--- src/rtl/nse_pkg.sv ---
// nse_pkg: shared types and constants for the NURBS surface evaluator.
// No dependencies.
package nse_pkg;
	localparam int DEGREE_DEF = 3;
	localparam int NUM_U_DEF  = 4;
	localparam int NUM_V_DEF  = 4;
	localparam int ONE_Q16    = 65536;

	typedef enum logic [1:0] {
		KIND_CTRL  = 2'd0,
		KIND_UKNOT = 2'd1,
		KIND_VKNOT = 2'd2,
		KIND_EVAL  = 2'd3
	} kind_t;

	typedef enum logic [3:0] {
		ST_IDLE,
		ST_B0,
		ST_BRD,
		ST_BMUL,
		ST_BDIV,
		ST_BWR,
		ST_PRD,
		ST_PMUL,
		ST_PW,
		ST_CRD,
		ST_CDIV,
		ST_CMUL,
		ST_DONE
	} state_t;

	// control from sequencer to divider
	typedef struct packed {
		logic        start;
		logic [63:0] num;
		logic [63:0] den;
	} div_req_t;

	typedef struct packed {
		logic        done;
		logic [63:0] quo;
	} div_rsp_t;
endpackage

--- src/rtl/nse_div.sv ---
// nse_div: iterative unsigned restoring divider, one quotient bit a cycle.
// Depends on nse_pkg.
module nse_div import nse_pkg::*; (
	input  logic     clk,
	input  logic     arst_n,
	input  div_req_t req,
	output div_rsp_t rsp
);
	logic [63:0] quo_q, rem_q, den_q;
	logic [6:0]  cnt_q;
	logic        busy_q;
	logic        done_q;
	logic [64:0] trial;

	assign trial = {rem_q, quo_q[63]} - {1'b0, den_q};

	always_ff @(posedge clk or negedge arst_n) begin
		if (!arst_n) begin
			busy_q <= 1'b0;
			cnt_q  <= '0;
			done_q <= 1'b0;
		end else begin
			done_q <= 1'b0;
			if (req.start) begin
				busy_q <= 1'b1;
				cnt_q  <= 7'd64;
			end else if (busy_q) begin
				cnt_q <= cnt_q - 7'd1;
				if (cnt_q == 7'd1) begin
					busy_q <= 1'b0;
					done_q <= 1'b1;
				end
			end
		end
	end

	always_ff @(posedge clk) begin
		if (req.start) begin
			quo_q <= req.num;
			rem_q <= '0;
			den_q <= req.den;
		end else if (busy_q) begin
			if (!trial[64]) begin
				rem_q <= trial[63:0];
				quo_q <= {quo_q[62:0], 1'b1};
			end else begin
				rem_q <= {rem_q[62:0], quo_q[63]};
				quo_q <= {quo_q[62:0], 1'b0};
			end
		end
	end

	assign rsp.done = done_q;
	assign rsp.quo  = quo_q;
endmodule

--- config.mk ---
export PLATFORM = sky130hd
export DESIGN_NAME = nse_div
export DESIGN_NICKNAME = d
export VERILOG_FILES = /design/src/rtl/nse_pkg.sv /design/src/rtl/nse_div.sv
export SDC_FILE = /design/constraint.sdc
export NUM_CORES = 1
export LEC_CHECK = 0
export BUFFER_PORTS_ARGS = -buffer_cell sky130_fd_sc_hd__clkbuf_2
export CAP_MARGIN = 20
export CORE_MARGIN = 2
export CORE_UTILIZATION = 46
export DETAILED_ROUTE_END_ITERATION = 7
export PLACE_DENSITY_LB_ADDON = 0.12
export SKIP_CTS_REPAIR_TIMING = 1
export SLEW_MARGIN = 20
export SYNTH_ARGS = -nofsm -noshare
export SYNTH_HDL_FRONTEND = slang
export SYNTH_SLANG_ARGS = --single-unit
--- constraint.sdc ---
create_clock -name clk -period 6.35 [get_ports clk]
set_input_delay 0.635 -clock clk [delete_from_list [all_inputs] [get_ports clk]]
set_output_delay 0.635 -clock clk [all_outputs]
set_load 0.02 [all_outputs]
==> Word-level counts from Yosys, hierarchy flattened <==
Cells that the tools add are included.
{ "classes": {"n_addsub": 2, "eq_ne": 1, "n_reduce_logical": 1, "mux": 12} }
{ "op_table": {"columns": ["op", "n"], "rows": [
  ["64-bit two-way mux", 3],
  ["65-bit by 64-bit subtractor with 65-bit output", 1],
  ["7-bit two-way mux", 2],
  ["7-bit by 1-bit == test with 1-bit output (second input constant)", 1],
  ["1-bit two-way mux", 7],
  ["7-bit by 1-bit subtractor with 7-bit output (second input constant)", 1],
  ["2-bit nonzero test", 1]
]} }
{ "word_totals": {"inputBits": 131, "ff_bits": 201, "elab_cells": 22, "out_inout_bits": 65} }

==> Depth between registers and ports, before layout <==
{ "depth": {"ltp_word": 4, "mapped_depth": 15, "ltp_nobuf": 14} }

==> Worst setup path before layout <==
OpenSTA, ideal clock, no wires.
{ "synth_path": {"kind": "register to register", "from": "register quo_q[63]", "to": "register rem_q[39]", "setup_time_ps": 128, "setup_slack_ps": 2638, "stages_incl_launch_ff": 16, "required_time_ps": 6222, "period_less_slack_ps": 3712, "n_path_buf": 1, "arrival_time_ps": 3584, "path_cell_list": "edfxtp_1 > inv_1 > ha_1 > fa_1 > nand2b_1 > a21oi_1 > o41a_1 > a41oi_1 > or3_4 > and2_4 > or3_1 > and3_1 > buf_6 > mux2_1 > mux2i_1 > nor2_1"} }
{ "synth_between": {"elab_chain_len": 2} }
{ "synth_lines": {"columns": ["element", "line_no", "rtl"], "rows": [
  ["start, declared", "nse_div.sv:9", "logic [63:0] quo_q, rem_q, den_q;"],
  ["start signal, assigned", "nse_div.sv:39", "quo_q <= req.num;"],
  ["start signal, assigned", "nse_div.sv:45", "quo_q <= {quo_q[62:0], 1'b1};"],
  ["start signal, assigned", "nse_div.sv:48", "quo_q <= {quo_q[62:0], 1'b0};"],
  ["65-bit by 64-bit subtractor with 65-bit output", "nse_div.sv:15", "assign trial = {rem_q, quo_q[63]} - {1'b0, den_q};"],
  ["64-bit two-way mux", "nse_div.sv:43", "if (!trial[64]) begin"],
  ["end signal, assigned", "nse_div.sv:44", "rem_q <= trial[63:0];"],
  ["end signal, assigned", "nse_div.sv:47", "rem_q <= {rem_q[62:0], quo_q[63]};"],
  ["end, declared", "nse_div.sv:9", null]
]} }
Every way passes these cells.
A chain may end at the register's enable or synchronous reset.

==> Worst setup path in the final report <==
{ "layout_path": {"from": "register quo_q[63]", "to": "register rem_q[6]"} }
The elaborated chain is that of the path after synthesis.

==> impl_metrics.csv <==
group,metric,value,unit
outcome,outcome,"completed",
timing,relSlewSlack,28.4,%
finish,fill_cells,2324,
route,vias_per_cell,5.35,
yosys,synth-main-ff-cell,"edfxtp_1",
timing,tns,0,ps
worst_setup_path,cp_slowest_stage_delay,540,ps
timing,slew_viol_final,0,
die,initial_utilization,46.5,%
global_routing,grtUsageTotal,21.3,%
die,io_pins,196,
worst_setup_path,start_kind,"flip-flop",
yosys,ys_ff_latch,201,
timing,max_freq,0.219,GHz
global_routing,grt_pass1_wl,45700,um
route,drtAntennaViolNets,0,
power_and_ir_drop,powerDensity,430,nW/um^2
yosys,syn_inst,1187,
die,die_area,26600,sq um
power_and_ir_drop,p_sw,2.29,mW
clock_network,cts_max_path_buffers,3,
worst_setup_path,required,6710,ps
yosys,yosys.area_share.simple,12.4,%
worst_setup_path,critPathMaxFanout,49,
yosys,netlist_area,11600,sq um
timing,period_needed,4560,ps
power_and_ir_drop,power.internal,3.56,mW
worst_setup_path,crit_chain,"inv_1, ha_1, fa_1, nand2b_1, a21oi_1, o41a_1, a41oi_1, or3_4, and2_4, or3_1, nand3_2, buf_4, nor2_1, a21oi_1, a211oi_1",
worst_setup_path,cp.arrival,4920,ps
clock_network,cts_root_buf,"clkbuf_16",
yosys,yosys.area_share.xor_xnor,4.66,%
timing,finalCritPeriodShare,71.8,%
yosys,ys_seq_area_share,45.9,%
yosys,synth_top_family_by_area,"compound AO/OA/AOI/OAI gates",
min_path,hp-class,"primary input to flip-flop",
worst_setup_path,cpMostUsedCell,"a21oi_1",
yosys,synth_edf_count,128,
worst_setup_path,cp_num_buf_inv,2,
power_and_ir_drop,netSwitchingFraction,39.2,%
timing,whs,289,ps
yosys,synthTopCellsByArea,"edfxtp_1 (33%), dfxtp_1 (11%), ha_1 (7.1%), mux2_2 (6.1%), a21oi_1 (4.9%)",
yosys,synth_compound_area_share,16.7,%
die,design.core.area,25000,sq um
power_and_ir_drop,clockPowerShare,22.8,%
finish,post-route-util,54.4,%
timing,fin_worst_skew,11.1,ps
die,fp.dieH,163,um
yosys,synth_cell_types,71,
worst_setup_path,worstSetupPathType,"flip-flop to flip-flop",
yosys,synth_top_area_share,33.0,%
yosys,syn-num-nets,1385,
power_and_ir_drop,p_seq_share,32.8,%
place,dp_hpwl,20500,um
clock_network,numCtsBuffers,24,
global_routing,antenna_found_initial,0,
finish,final_cell_mix,"clkbuf_2 (194), nor2_1 (128), edfxtp_1 (128), a21oi_1 (113), nand2_1 (86)",
clock_network,clock-sinks,201,
yosys,synthAdderAreaFrac,7.26,%
yosys,yosysWarningCount,0,
route,postRouteWirelength,28200,um
route,drt_first_pass_iters,5,
route,vias,9117,
place,gp_congestion,0.906,
timing,setup_viol,0,
yosys,avgSynthCellArea,9.81,sq um
place,io_buffers,195,
clock_network,cts_max_level,1,
global_routing,grt_pass1_vias,9005,
die,die_x,163,um
global_routing,grt_overflow,0,
timing,worst_slew_pin_slew,1070,ps
timing,rsz0062_at_grt,"false",
worst_setup_path,endpoint_kind,"flip-flop",
finish,drive_gt1_share,22.6,%
power_and_ir_drop,vdd_drop_max,237,uV
clock_network,worstSkewPairLatency,520,ps
route,route.detailed.wl_per_inst,16.6,um
power_and_ir_drop,leakagePower,5.84,nW
global_routing,grt_max_degree,88,
finish,final_common_cell,"clkbuf_2",
finish,fin_nets,1554,
power_and_ir_drop,comb_power_share,44.4,%
route,drc,0,
finish,n_antenna_cell,0,
finish,syn2layout_area_growth,16.9,%
worst_setup_path,cp_top_family,"simple AND/OR/NAND/NOR gates",
clock_network,cts_tree,"done",
yosys,yosys.area.top_type,"edfxtp_1",
yosys,synth.area.mux_share,8.26,%
timing,finalHoldViolations,0,
clock_network,path_clk_slew,60,ps
worst_setup_path,crit_slowest_cell,"nand3_2",
route,drtIter0Drc,523,
die,row_count,58,
job,maxCapViolations,0,
yosys,async_flop_share,4.48,%
[area by class of cell]
class	count	area, sq um	area share (%)
Clock buffer	32	652	4.79
Clock inverter	12	111	0.818
Inverter	79	297	2.18
Multi-Input combinational cell	846	5730	42.1
Sequential cell	201	5350	39.3
Tap cell	330	413	3.03
Timing Repair Buffer	204	1050	7.73
[path summary, 6_finish.rpt]
kind	slack, ps	to	start	depth (start not counted)
worst max-delay path	1790	rem_q[6]	quo_q[63]	15
worst min-delay path	290	den_q[51]	req[51]	1
worst max register to register	1790	rem_q[6]	quo_q[63]	15
worst min register to register	480	rem_q[62]	rem_q[62]	2
max in group asynchronous	5590	busy_q	arst_n	2
min in group asynchronous	530	cnt_q[0]	arst_n	2
[synthesized netlist by cell type, drive strengths merged, types with 3 or more instances]
library cell	count
o21bai	7
a21boi	4
a211oi	41
nor4	3
xor2	35
mux2i	23
nand3	13
o21ai	66
dfrtp	9
nor2b	11
o21a	9
a31oi	7
edfxtp	128
o211ai	4
nor3	12
a21oi	113
a221oi	3
nor2	128
a32oi	5
nand2	86
a21o	20
o31ai	6
dfxtp	64
clkbuf	45
o41ai	3
nand2b	18
and2	4
or3	8
or2	3
ha	66
xnor2	27
buf	16
mux2	65
inv	79
and3	7
nand4	18
[registers in the layout, summed over array words and instances, names as in the netlist]
name	cells
busy_q	1
quo_q	64
rem_q	64
cnt_q	7
done_q	1
den_q	64
[per-layer routing]
metal,global-route usage (%),part of all wire (%)
met5,0,0
met2,34.8,45
met3,5.21,7.0
met1,28.6,46
met4,4.79,1.8
[metrics by stage]
stage	cell area, sq um	worst slack (ps)	power (mW)	std cells
floorplan	11600	2640	3.95	1187
global placement	12800	1930	4.51	1659
detailed placement	12800	1800	4.53	1659
CTS	13600	1780	5.90	1703
global route	13600	1380	6.32	1704
finish	13600	1790	5.86	1704
[power groups by stage]
| stage | Combinational, mW | Clock, mW | Sequential [mW] |
|---|---|---|---|
| floorplan | 1.99 | 0 | 1.96 |
| global placement | 2.57 | 0 | 1.94 |
| detailed placement | 2.59 | 0 | 1.94 |
| CTS | 2.60 | 1.38 | 1.92 |
| global route | 2.92 | 1.44 | 1.96 |
| finish | 2.60 | 1.34 | 1.92 |
[logic make-up (layout without fill, tap and decap cells)]
group / count (synthesis) / after routing
mux: 88 / 88
fa+ha+maj: 67 / 67
buf+inv: 140 / 327
xor+xnor: 62 / 62
simple gates: 317 / 317
flops: 201 / 201
compound gates: 312 / 312
Power figures use the tool's default switching activity.
